`src/hdl/pprc_pkg.sv`:
```
// shared types, constants and the word slot table for the palette port
// no dependencies
package pprc_pkg;

  localparam int unsigned PALETTE_WORDS = 256;
  localparam int unsigned SLOT_W        = (PALETTE_WORDS > 2) ? $clog2(PALETTE_WORDS) : 1;
  localparam int unsigned WORD_W        = 15;
  localparam int unsigned ADDR_W        = 9;
  localparam int unsigned INDEX_SPAN    = 256;

  typedef logic [SLOT_W-1:0] slot_t;
  typedef slot_t [INDEX_SPAN-1:0] slot_tab_t;

  // word index to store slot; each index maps onto its own slot
  function automatic slot_tab_t build_slot_tab();
    slot_tab_t t;
    for (int i = 0; i < INDEX_SPAN; i++) begin
      t[i] = SLOT_W'(i % PALETTE_WORDS);
    end
    return t;
  endfunction

  localparam slot_tab_t SlotTab = build_slot_tab();

  typedef enum logic [2:0] {
    OP_SET_ADDR = 3'd0,
    OP_WRITE    = 3'd1,
    OP_READ     = 3'd2,
    OP_READ_H   = 3'd3,
    OP_READ_V   = 3'd4,
    OP_STATUS   = 3'd5,
    OP_LATCH    = 3'd6
  } op_e;

  // register index codes on the configuration port
  localparam logic REG_REGION  = 1'b0;
  localparam logic REG_VERSION = 1'b1;

  localparam logic [3:0] CHIP_VERSION_RST = 4'd1;

  typedef struct packed {
    logic       region_pal;
    logic [3:0] chip_version;
  } cfg_t;

endpackage

```
`src/hdl/palette_port_and_counter_readback_top.sv`:
```
// top level: stream ports, apb configuration registers and the operation engine
// depends on pprc_pkg, pprc_core (and through it pprc_ram)
// results: set address, write data and latch give no word;
//   read h, read v and status words sit in the result register in the cycle after acceptance;
//   palette read passes through the registered ram read port, then into the result register
// throughput: one word per cycle unless the result stream stalls; palette read holds the input while the ram reads
// reset: rst_ni is asynchronous, active low; the palette reads as zero after reset through
//   per-word valid flags, so there is no clearing pass and words are taken right away
module palette_port_and_counter_readback_top
  import pprc_pkg::*;
(
  input  logic        clk_i,
  input  logic        rst_ni,
  // input stream
  input  logic        s_axis_tvalid,
  output logic        s_axis_tready,
  // [7:0] data_byte, [16:8] h_position, [25:17] v_position, [26] latch_enable,
  // [27] field_bit, [31:28] zero
  input  logic [31:0] s_axis_tdata,
  // [2:0] opcode
  input  logic [2:0]  s_axis_tuser,
  // result stream
  output logic        m_axis_tvalid,
  input  logic        m_axis_tready,
  // [7:0] read_byte
  output logic [7:0]  m_axis_tdata,
  // configuration port
  input  logic        psel,
  input  logic        penable,
  input  logic        pwrite,
  input  logic [2:0]  paddr,
  input  logic [31:0] pwdata,
  output logic [31:0] prdata,
  output logic        pready
);

  cfg_t cfg_q, cfg_d;
  logic cfg_wr;
  logic reg_sel;

  assign pready  = 1'b1;
  // register index is the word address; byte offset bits are ignored
  assign reg_sel = paddr[2];
  assign cfg_wr  = psel && penable && pwrite && pready;

  always_comb begin
    cfg_d = cfg_q;
    if (cfg_wr) begin
      case (reg_sel)
        REG_REGION:  cfg_d.region_pal   = pwdata[0];
        REG_VERSION: cfg_d.chip_version = pwdata[3:0];
        default: begin
        end
      endcase
    end
  end

  always_ff @(posedge clk_i or negedge rst_ni) begin
    if (!rst_ni) begin
      cfg_q.region_pal   <= 1'b0;
      cfg_q.chip_version <= CHIP_VERSION_RST;
    end else begin
      cfg_q <= cfg_d;
    end
  end

  // read back the selected register, zero extended
  always_comb begin
    case (reg_sel)
      REG_REGION:  prdata = {31'd0, cfg_q.region_pal};
      REG_VERSION: prdata = {28'd0, cfg_q.chip_version};
      default:     prdata = '0;
    endcase
  end

  // operation engine with the palette ram and result register
  pprc_core u_core (
    .clk_i         (clk_i),
    .rst_ni        (rst_ni),
    .cfg_i         (cfg_q),
    .in_valid_i    (s_axis_tvalid),
    .in_ready_o    (s_axis_tready),
    .in_op_i       (s_axis_tuser),
    .in_data_i     (s_axis_tdata[7:0]),
    .in_h_i        (s_axis_tdata[16:8]),
    .in_v_i        (s_axis_tdata[25:17]),
    .in_latch_en_i (s_axis_tdata[26]),
    .in_field_i    (s_axis_tdata[27]),
    .out_valid_o   (m_axis_tvalid),
    .out_ready_i   (m_axis_tready),
    .out_byte_o    (m_axis_tdata)
  );

endmodule

```
`src/hdl/pprc_ram.sv`:
```
// generic single write port, single read port ram with registered read
// no dependencies
module pprc_ram #(
  parameter int unsigned Width = 8,
  parameter int unsigned Depth = 16
) (
  input  logic                     clk_i,
  input  logic                     we_i,
  input  logic [$clog2(Depth)-1:0] waddr_i,
  input  logic [Width-1:0]         wdata_i,
  input  logic                     re_i,
  input  logic [$clog2(Depth)-1:0] raddr_i,
  output logic [Width-1:0]         rdata_o
);

  logic [Width-1:0] mem_q [Depth];
  logic [Width-1:0] rdata_q;

  always_ff @(posedge clk_i) begin
    if (we_i) begin
      mem_q[waddr_i] <= wdata_i;
    end
    if (re_i) begin
      rdata_q <= mem_q[raddr_i];
    end
  end

  assign rdata_o = rdata_q;

endmodule

```
`src/hdl/pprc_core.sv`:
```
// operation engine: byte address, latches, beam counter capture, output register
// depends on pprc_pkg and pprc_ram
module pprc_core
  import pprc_pkg::*;
(
  input  logic       clk_i,
  input  logic       rst_ni,
  input  cfg_t       cfg_i,
  input  logic       in_valid_i,
  output logic       in_ready_o,
  input  logic [2:0] in_op_i,
  input  logic [7:0] in_data_i,
  input  logic [8:0] in_h_i,
  input  logic [8:0] in_v_i,
  input  logic       in_latch_en_i,
  input  logic       in_field_i,
  output logic       out_valid_o,
  input  logic       out_ready_i,
  output logic [7:0] out_byte_o
);

  typedef enum logic [1:0] {
    S_IDLE = 2'b01,
    S_READ = 2'b10
  } state_e;

  state_e              state_q, state_d;
  logic [ADDR_W-1:0]   addr_q, addr_d;
  logic [7:0]          hold_q, hold_d;
  logic [7:0]          latch_q, latch_d;
  logic                h_sec_q, h_sec_d;
  logic                v_sec_q, v_sec_d;
  logic [8:0]          hcap_q, hcap_d;
  logic [8:0]          vcap_q, vcap_d;
  logic                flag_q, flag_d;
  logic                out_valid_q, out_valid_d;
  logic [7:0]          out_byte_q, out_byte_d;
  logic                rd_hi_q, rd_hi_d;
  logic                rd_valid_q, rd_valid_d;
  logic [PALETTE_WORDS-1:0] valid_q;

  logic                accept;
  logic                ram_we, ram_re;
  slot_t               slot;
  logic [WORD_W-1:0]   ram_rdata;
  logic [WORD_W-1:0]   word;
  logic [WORD_W-1:0]   wr_word;
  logic                status_six;

  assign in_ready_o = (state_q == S_IDLE) && (!out_valid_q || out_ready_i);
  assign accept     = in_valid_i && in_ready_o;
  assign slot       = SlotTab[addr_q[ADDR_W-1:1]];
  assign wr_word    = {in_data_i[6:0], hold_q};
  assign word       = rd_valid_q ? ram_rdata : '0;
  assign status_six = !in_latch_en_i || flag_q;

  always_comb begin
    state_d     = state_q;
    addr_d      = addr_q;
    hold_d      = hold_q;
    latch_d     = latch_q;
    h_sec_d     = h_sec_q;
    v_sec_d     = v_sec_q;
    hcap_d      = hcap_q;
    vcap_d      = vcap_q;
    flag_d      = flag_q;
    out_valid_d = out_valid_q && !out_ready_i;
    out_byte_d  = out_byte_q;
    rd_hi_d     = rd_hi_q;
    rd_valid_d  = rd_valid_q;
    ram_we      = 1'b0;
    ram_re      = 1'b0;
    if (state_q == S_READ) begin
      // palette word arrives from the ram this cycle
      if (rd_hi_q) begin
        latch_d = {latch_q[7], word[14:8]};
      end else begin
        latch_d = word[7:0];
      end
      out_valid_d = 1'b1;
      out_byte_d  = latch_d;
      state_d     = S_IDLE;
    end else if (accept) begin
      case (op_e'(in_op_i))
        OP_SET_ADDR: begin
          addr_d = {in_data_i, 1'b0};
        end
        OP_WRITE: begin
          if (!addr_q[0]) begin
            hold_d = in_data_i;
          end else begin
            ram_we = 1'b1;
          end
          addr_d = addr_q + ADDR_W'(1);
        end
        OP_READ: begin
          ram_re     = 1'b1;
          rd_hi_d    = addr_q[0];
          rd_valid_d = valid_q[slot];
          addr_d     = addr_q + ADDR_W'(1);
          state_d    = S_READ;
        end
        OP_READ_H: begin
          latch_d     = h_sec_q ? {latch_q[7:1], hcap_q[8]} : hcap_q[7:0];
          h_sec_d     = !h_sec_q;
          out_valid_d = 1'b1;
          out_byte_d  = latch_d;
        end
        OP_READ_V: begin
          latch_d     = v_sec_q ? {latch_q[7:1], vcap_q[8]} : vcap_q[7:0];
          v_sec_d     = !v_sec_q;
          out_valid_d = 1'b1;
          out_byte_d  = latch_d;
        end
        OP_STATUS: begin
          h_sec_d = 1'b0;
          v_sec_d = 1'b0;
          if (in_latch_en_i && flag_q) begin
            flag_d = 1'b0;
          end
          latch_d     = {in_field_i, status_six, latch_q[5], cfg_i.region_pal,
                         cfg_i.chip_version};
          out_valid_d = 1'b1;
          out_byte_d  = latch_d;
        end
        OP_LATCH: begin
          if (in_latch_en_i) begin
            hcap_d = in_h_i;
            vcap_d = in_v_i;
            flag_d = 1'b1;
          end
        end
        default: begin
        end
      endcase
    end
  end

  always_ff @(posedge clk_i or negedge rst_ni) begin
    if (!rst_ni) begin
      state_q     <= S_IDLE;
      addr_q      <= '0;
      hold_q      <= '0;
      latch_q     <= '0;
      h_sec_q     <= 1'b0;
      v_sec_q     <= 1'b0;
      hcap_q      <= '0;
      vcap_q      <= '0;
      flag_q      <= 1'b0;
      out_valid_q <= 1'b0;
      valid_q     <= '0;
    end else begin
      state_q     <= state_d;
      addr_q      <= addr_d;
      hold_q      <= hold_d;
      latch_q     <= latch_d;
      h_sec_q     <= h_sec_d;
      v_sec_q     <= v_sec_d;
      hcap_q      <= hcap_d;
      vcap_q      <= vcap_d;
      flag_q      <= flag_d;
      out_valid_q <= out_valid_d;
      if (ram_we) begin
        valid_q[slot] <= 1'b1;
      end
    end
  end

  always_ff @(posedge clk_i) begin
    out_byte_q <= out_byte_d;
    rd_hi_q    <= rd_hi_d;
    rd_valid_q <= rd_valid_d;
  end

  pprc_ram #(
    .Width (WORD_W),
    .Depth (PALETTE_WORDS)
  ) u_palette (
    .clk_i   (clk_i),
    .we_i    (ram_we),
    .waddr_i (slot),
    .wdata_i (wr_word),
    .re_i    (ram_re),
    .raddr_i (slot),
    .rdata_o (ram_rdata)
  );

  assign out_valid_o = out_valid_q;
  assign out_byte_o  = out_byte_q;

  // the result register must be free when the palette word comes back
  a_read_slot_free: assert property (@(posedge clk_i) disable iff (!rst_ni)
    (state_q == S_READ) |-> !out_valid_q)
    else $error("palette read finishes onto an occupied result register");

  a_read_enters_wait: assert property (@(posedge clk_i) disable iff (!rst_ni)
    (accept && (in_op_i == OP_READ)) |=> (state_q == S_READ))
    else $error("palette read did not wait for the ram");

  a_read_gives_word: assert property (@(posedge clk_i) disable iff (!rst_ni)
    (state_q == S_READ) |=> out_valid_q)
    else $error("palette read produced no word");

  a_flag_cleared: assert property (@(posedge clk_i) disable iff (!rst_ni)
    (accept && (in_op_i == OP_STATUS) && in_latch_en_i) |=> !flag_q)
    else $error("status read left the latch flag set");

endmodule

```
`config.mk`:
```
export PLATFORM = sky130hd
export DESIGN_NAME = palette_port_and_counter_readback_top
export DESIGN_NICKNAME = d
export VERILOG_FILES = /design/src/hdl/pprc_pkg.sv /design/src/hdl/palette_port_and_counter_readback_top.sv /design/src/hdl/pprc_ram.sv /design/src/hdl/pprc_core.sv
export SDC_FILE = /design/constraint.sdc
export NUM_CORES = 2
export LEC_CHECK = 0
export BUFFER_PORTS_ARGS = -buffer_cell sky130_fd_sc_hd__buf_2
export CORE_MARGIN = 4
export CORE_UTILIZATION = 65
export CTS_BUF_LIST = sky130_fd_sc_hd__clkbuf_2 sky130_fd_sc_hd__clkbuf_4 sky130_fd_sc_hd__clkbuf_8
export DETAILED_ROUTE_END_ITERATION = 8
export PLACE_DENSITY = 0.81
export SYNTH_ARGS = -nofsm -noshare
export SYNTH_HDL_FRONTEND = slang
export SYNTH_SLANG_ARGS = --single-unit
```
`constraint.sdc`:
```
create_clock -name clk_i -period 5.72 [get_ports clk_i]
set_clock_uncertainty 0.15 [all_clocks]
set_input_delay 1.144 -clock clk_i [delete_from_list [all_inputs] [get_ports clk_i]]
set_output_delay 1.144 -clock clk_i [all_outputs]
set_load 0.02 [all_outputs]
```
==> results.ini <==
[sta]
hold_viol = 0
fin_crit_ns = 4.661
worstMarginPinSlew_ns = 1.442
finalSetupTns_ns = 0
rsz0062_at_grt = no
period_share = 0.8148
final-max-slew-violation-count = 0
fmax_ghz = 0.2146
maxSlewHeadroom = 0.03881
final-setup-viol-count = 0

[synth]
synth_top_family_by_area = multiplexers
yosys_warnings = 0
avgSynthCellArea_um2 = 21.76
yosysTopAreaCell = edfxtp_1
synth_edf_count = 3865
yosys-top-cells-count = edfxtp_1, mux4_2, a22oi_1, dfrtp_1, clkbuf_1
yosys.area.top_type_share = 0.7272
synthMuxAreaShare = 0.1487
synth.most_common_cell = edfxtp_1
synthAdderAreaFrac = 0.00007840
syn_area_um2 = 159600
ys_ff_latch = 4174
synth_area_leaders = edfxtp_1, mux4_2, dfrtp_1
ys.flop_type = edfxtp_1
synth_cells = 7335
async_flop_share = 0.07403
synth_xor_area_frac = 0
yosysSeqAreaShare = 0.7757
synthSimpleGateAreaFrac = 0.01041
synth.distinct_cells = 46
synth_compound_area_frac = 0.05002

[cells_and_area]
drive_gt1_frac = 0.3132
fill_cells = 12530
fin_cells = 11740
nets = 8114
area.growth.synth_to_final_pct = 11.90

[detailed_routing]
post-route-drc-count = 0
wl_um = 392700
first_pass_iters = 6
viasPerCell = 7.032
vias = 82560
wl_per_cell_um = 33.45
ant_nets = 0
drtIter0Drc = 13240

[clock_network]
post_cts_buffers = 0
h-tree-depth = 6
insertion_delay_ns = 1.13
clockBufferDepth = 4
cts_tree = built
cts.sinks = 4174
clkTransAtPathRegs_ns = 0.06
cts_buffers = 639
clockRootBuffer = clkbuf_8

[critical_path]
worstPathRequired_ns = 6.37
crit_start = u_core.addr_q[2]
arrival_ns = 5.31
timing.rr.start = u_core.addr_q[2]
start_kind = flip-flop
worstRegToRegCells = 7
reg2reg_slack_ns = 1.06
crit_path_max_fanout = 46
max_stage_delay_ns = 1.40
path_cells = buf_4, buf_4, mux4_2, a22oi_1, a21oi_1, o41ai_1, nand4_1
crit_type = reg -> reg
cp_slowest_cell = dfrtp_4
end_kind = flip-flop
critPathMostFrequentCell = buf_4

[power]
pwr-share-clk = 0.283
intPower_mw = 57.03
combPwrFrac = 0.271
ir_drop_uv = 859.7
power.switching_mw = 26.29
power_frac_seq = 0.445
leakage_nw = 58.16
swShare = 0.3156
power-per-cell-area_nw_per_um2 = 466.5

[global_routing]
grt_pass1_vias = 83510
grt_max_degree = 258
antenna_found_initial = 16
grt_pass1_wl_um = 573000
grt_usage = 0.3144
overflow = 0

[run_status]
outcome = complete, no violations

[floorplan]
die_y_um = 503.5
core_um2 = 243700
initial_core_util = 0.6550
die_x_um = 503.5
dieArea_um2 = 253500
rows = 181
ioPinCount = 120

[placement]
portBuffers = 56
dp_cells = 10600
hpwl_um = 225300
place_congestion = 0.8862

[hold_path]
hold_class = in -> reg
holdCritStartpoint = pwdata[1]
holdPathStages = 2

[job]
drv_cap = 0

stage by stage:
stage / power (mW) / setup WS, ns / instance area [µm²] / hold WS (ns) / util
3_5_place_dp: 60.00 / 0.6465 / 166400 / 0.3065 / 0.6830
4_1_cts: 83.36 / 1.115 / 178600 / 0.04739 / 0.7328
6_report: 83.32 / 1.059 / 178600 / 0.1046 / 0.7329
3_3_place_gp: 59.22 / 0.7370 / 166400 / 0.3022 / 0.6830
2_1_floorplan: 51.49 / 1.588 / 159700 / 0.2877 / -
5_1_grt: 86.09 / 0.9566 / 178600 / 0.05537 / 0.7329
critical path, delay by kind of cell, from the launching register on:
family	cells	cell delay, ns
multiplexers	1	0.30
buffers and inverters	2	0.81
flip-flops	1	1.40
AO/OA/AOI/OAI	3	1.44
AND/OR/NAND/NOR	1	0.19
cell usage in the layout, fill, tap and decap left out, types with 54 or more instances in the layout:
master    instances
edfxtp_1       3865
mux4_2         1024
clkbuf_8        656
a22oi_1         514
buf_4           444
dfrtp_1         297
nor2_1          276
a21oi_1         272
o21bai_1        256
clkbuf_4        229
clkinv_1        142
clkinv_2         61
buf_12           54
sequential cells by signal (all words and copies together), names as in the netlist:
register / count
u_core.flag_q: 1
u_core.u_palette.mem_q: 3840
u_core.rd_hi_q: 1
u_core.valid_q: 256
u_core.rd_valid_q: 1
u_core.state_q: 2
u_core.addr_q: 9
u_core.out_byte_o: 8
u_core.v_sec_q: 1
u_core.out_valid_o: 1
u_core.hcap_q: 9
u_core.latch_q: 7
cfg_q: 5
u_core.h_sec_q: 1
u_core.u_palette.rdata_o: 15
u_core.vcap_q: 9
u_core.hold_q: 8
worst paths after layout:
path	end
max	u_core.u_palette.rdata_o[12]
min	cfg_q[1]
max reg2reg	u_core.u_palette.rdata_o[12]
min reg2reg	u_core.valid_q[107]
max in group asynchronous	cfg_q[0]
min in group asynchronous	u_core.valid_q[77]
per-layer routing:
layer	track usage	share of wire
met1	0.4359	0.34
met2	0.4767	0.48
met3	0.08659	0.13
met4	0.1462	0.053
met5	0	0.00021
power groups by stage:
stage	sequential, mW	clock, mW	combinational (mW)
2_1_floorplan	38.2	0	13.3
3_3_place_gp	37.6	0	21.6
3_5_place_dp	37.7	0	22.3
4_1_cts	37.1	23.8	22.4
5_1_grt	37.1	25.4	23.6
6_report	37.1	23.6	22.6
cells by family (layout without fill, tap and decap cells):
group	count (synthesis)	in the layout
other	2	43
AND/OR/NAND/NOR	399	399
buffers and inverters	523	1686
AO/OA/AOI/OAI	1150	1150
adder cells (fa/ha/maj)	1	1
flip-flops	4174	4174
multiplexers	1086	1086
layout make-up:
class	count	area, µm²	share of cell area
antenna	14	35.03	0.0001962
clock buffer	885	10750	0.06018
clock inverter	245	1378	0.007713
inverter	1	3.754	0.00002102
multi-input combinational	2665	33810	0.1893
sequential	4174	123800	0.6934
tap	3202	4006	0.02243
timing repair buffer	555	4785	0.02679
timing repair:
item                                   CTS  global route
gates resized for setup                  0             0
hold buffers                             1             0
endpoints found under the hold margin    9             0
Note: power is estimated with default switching activity, not from simulation.
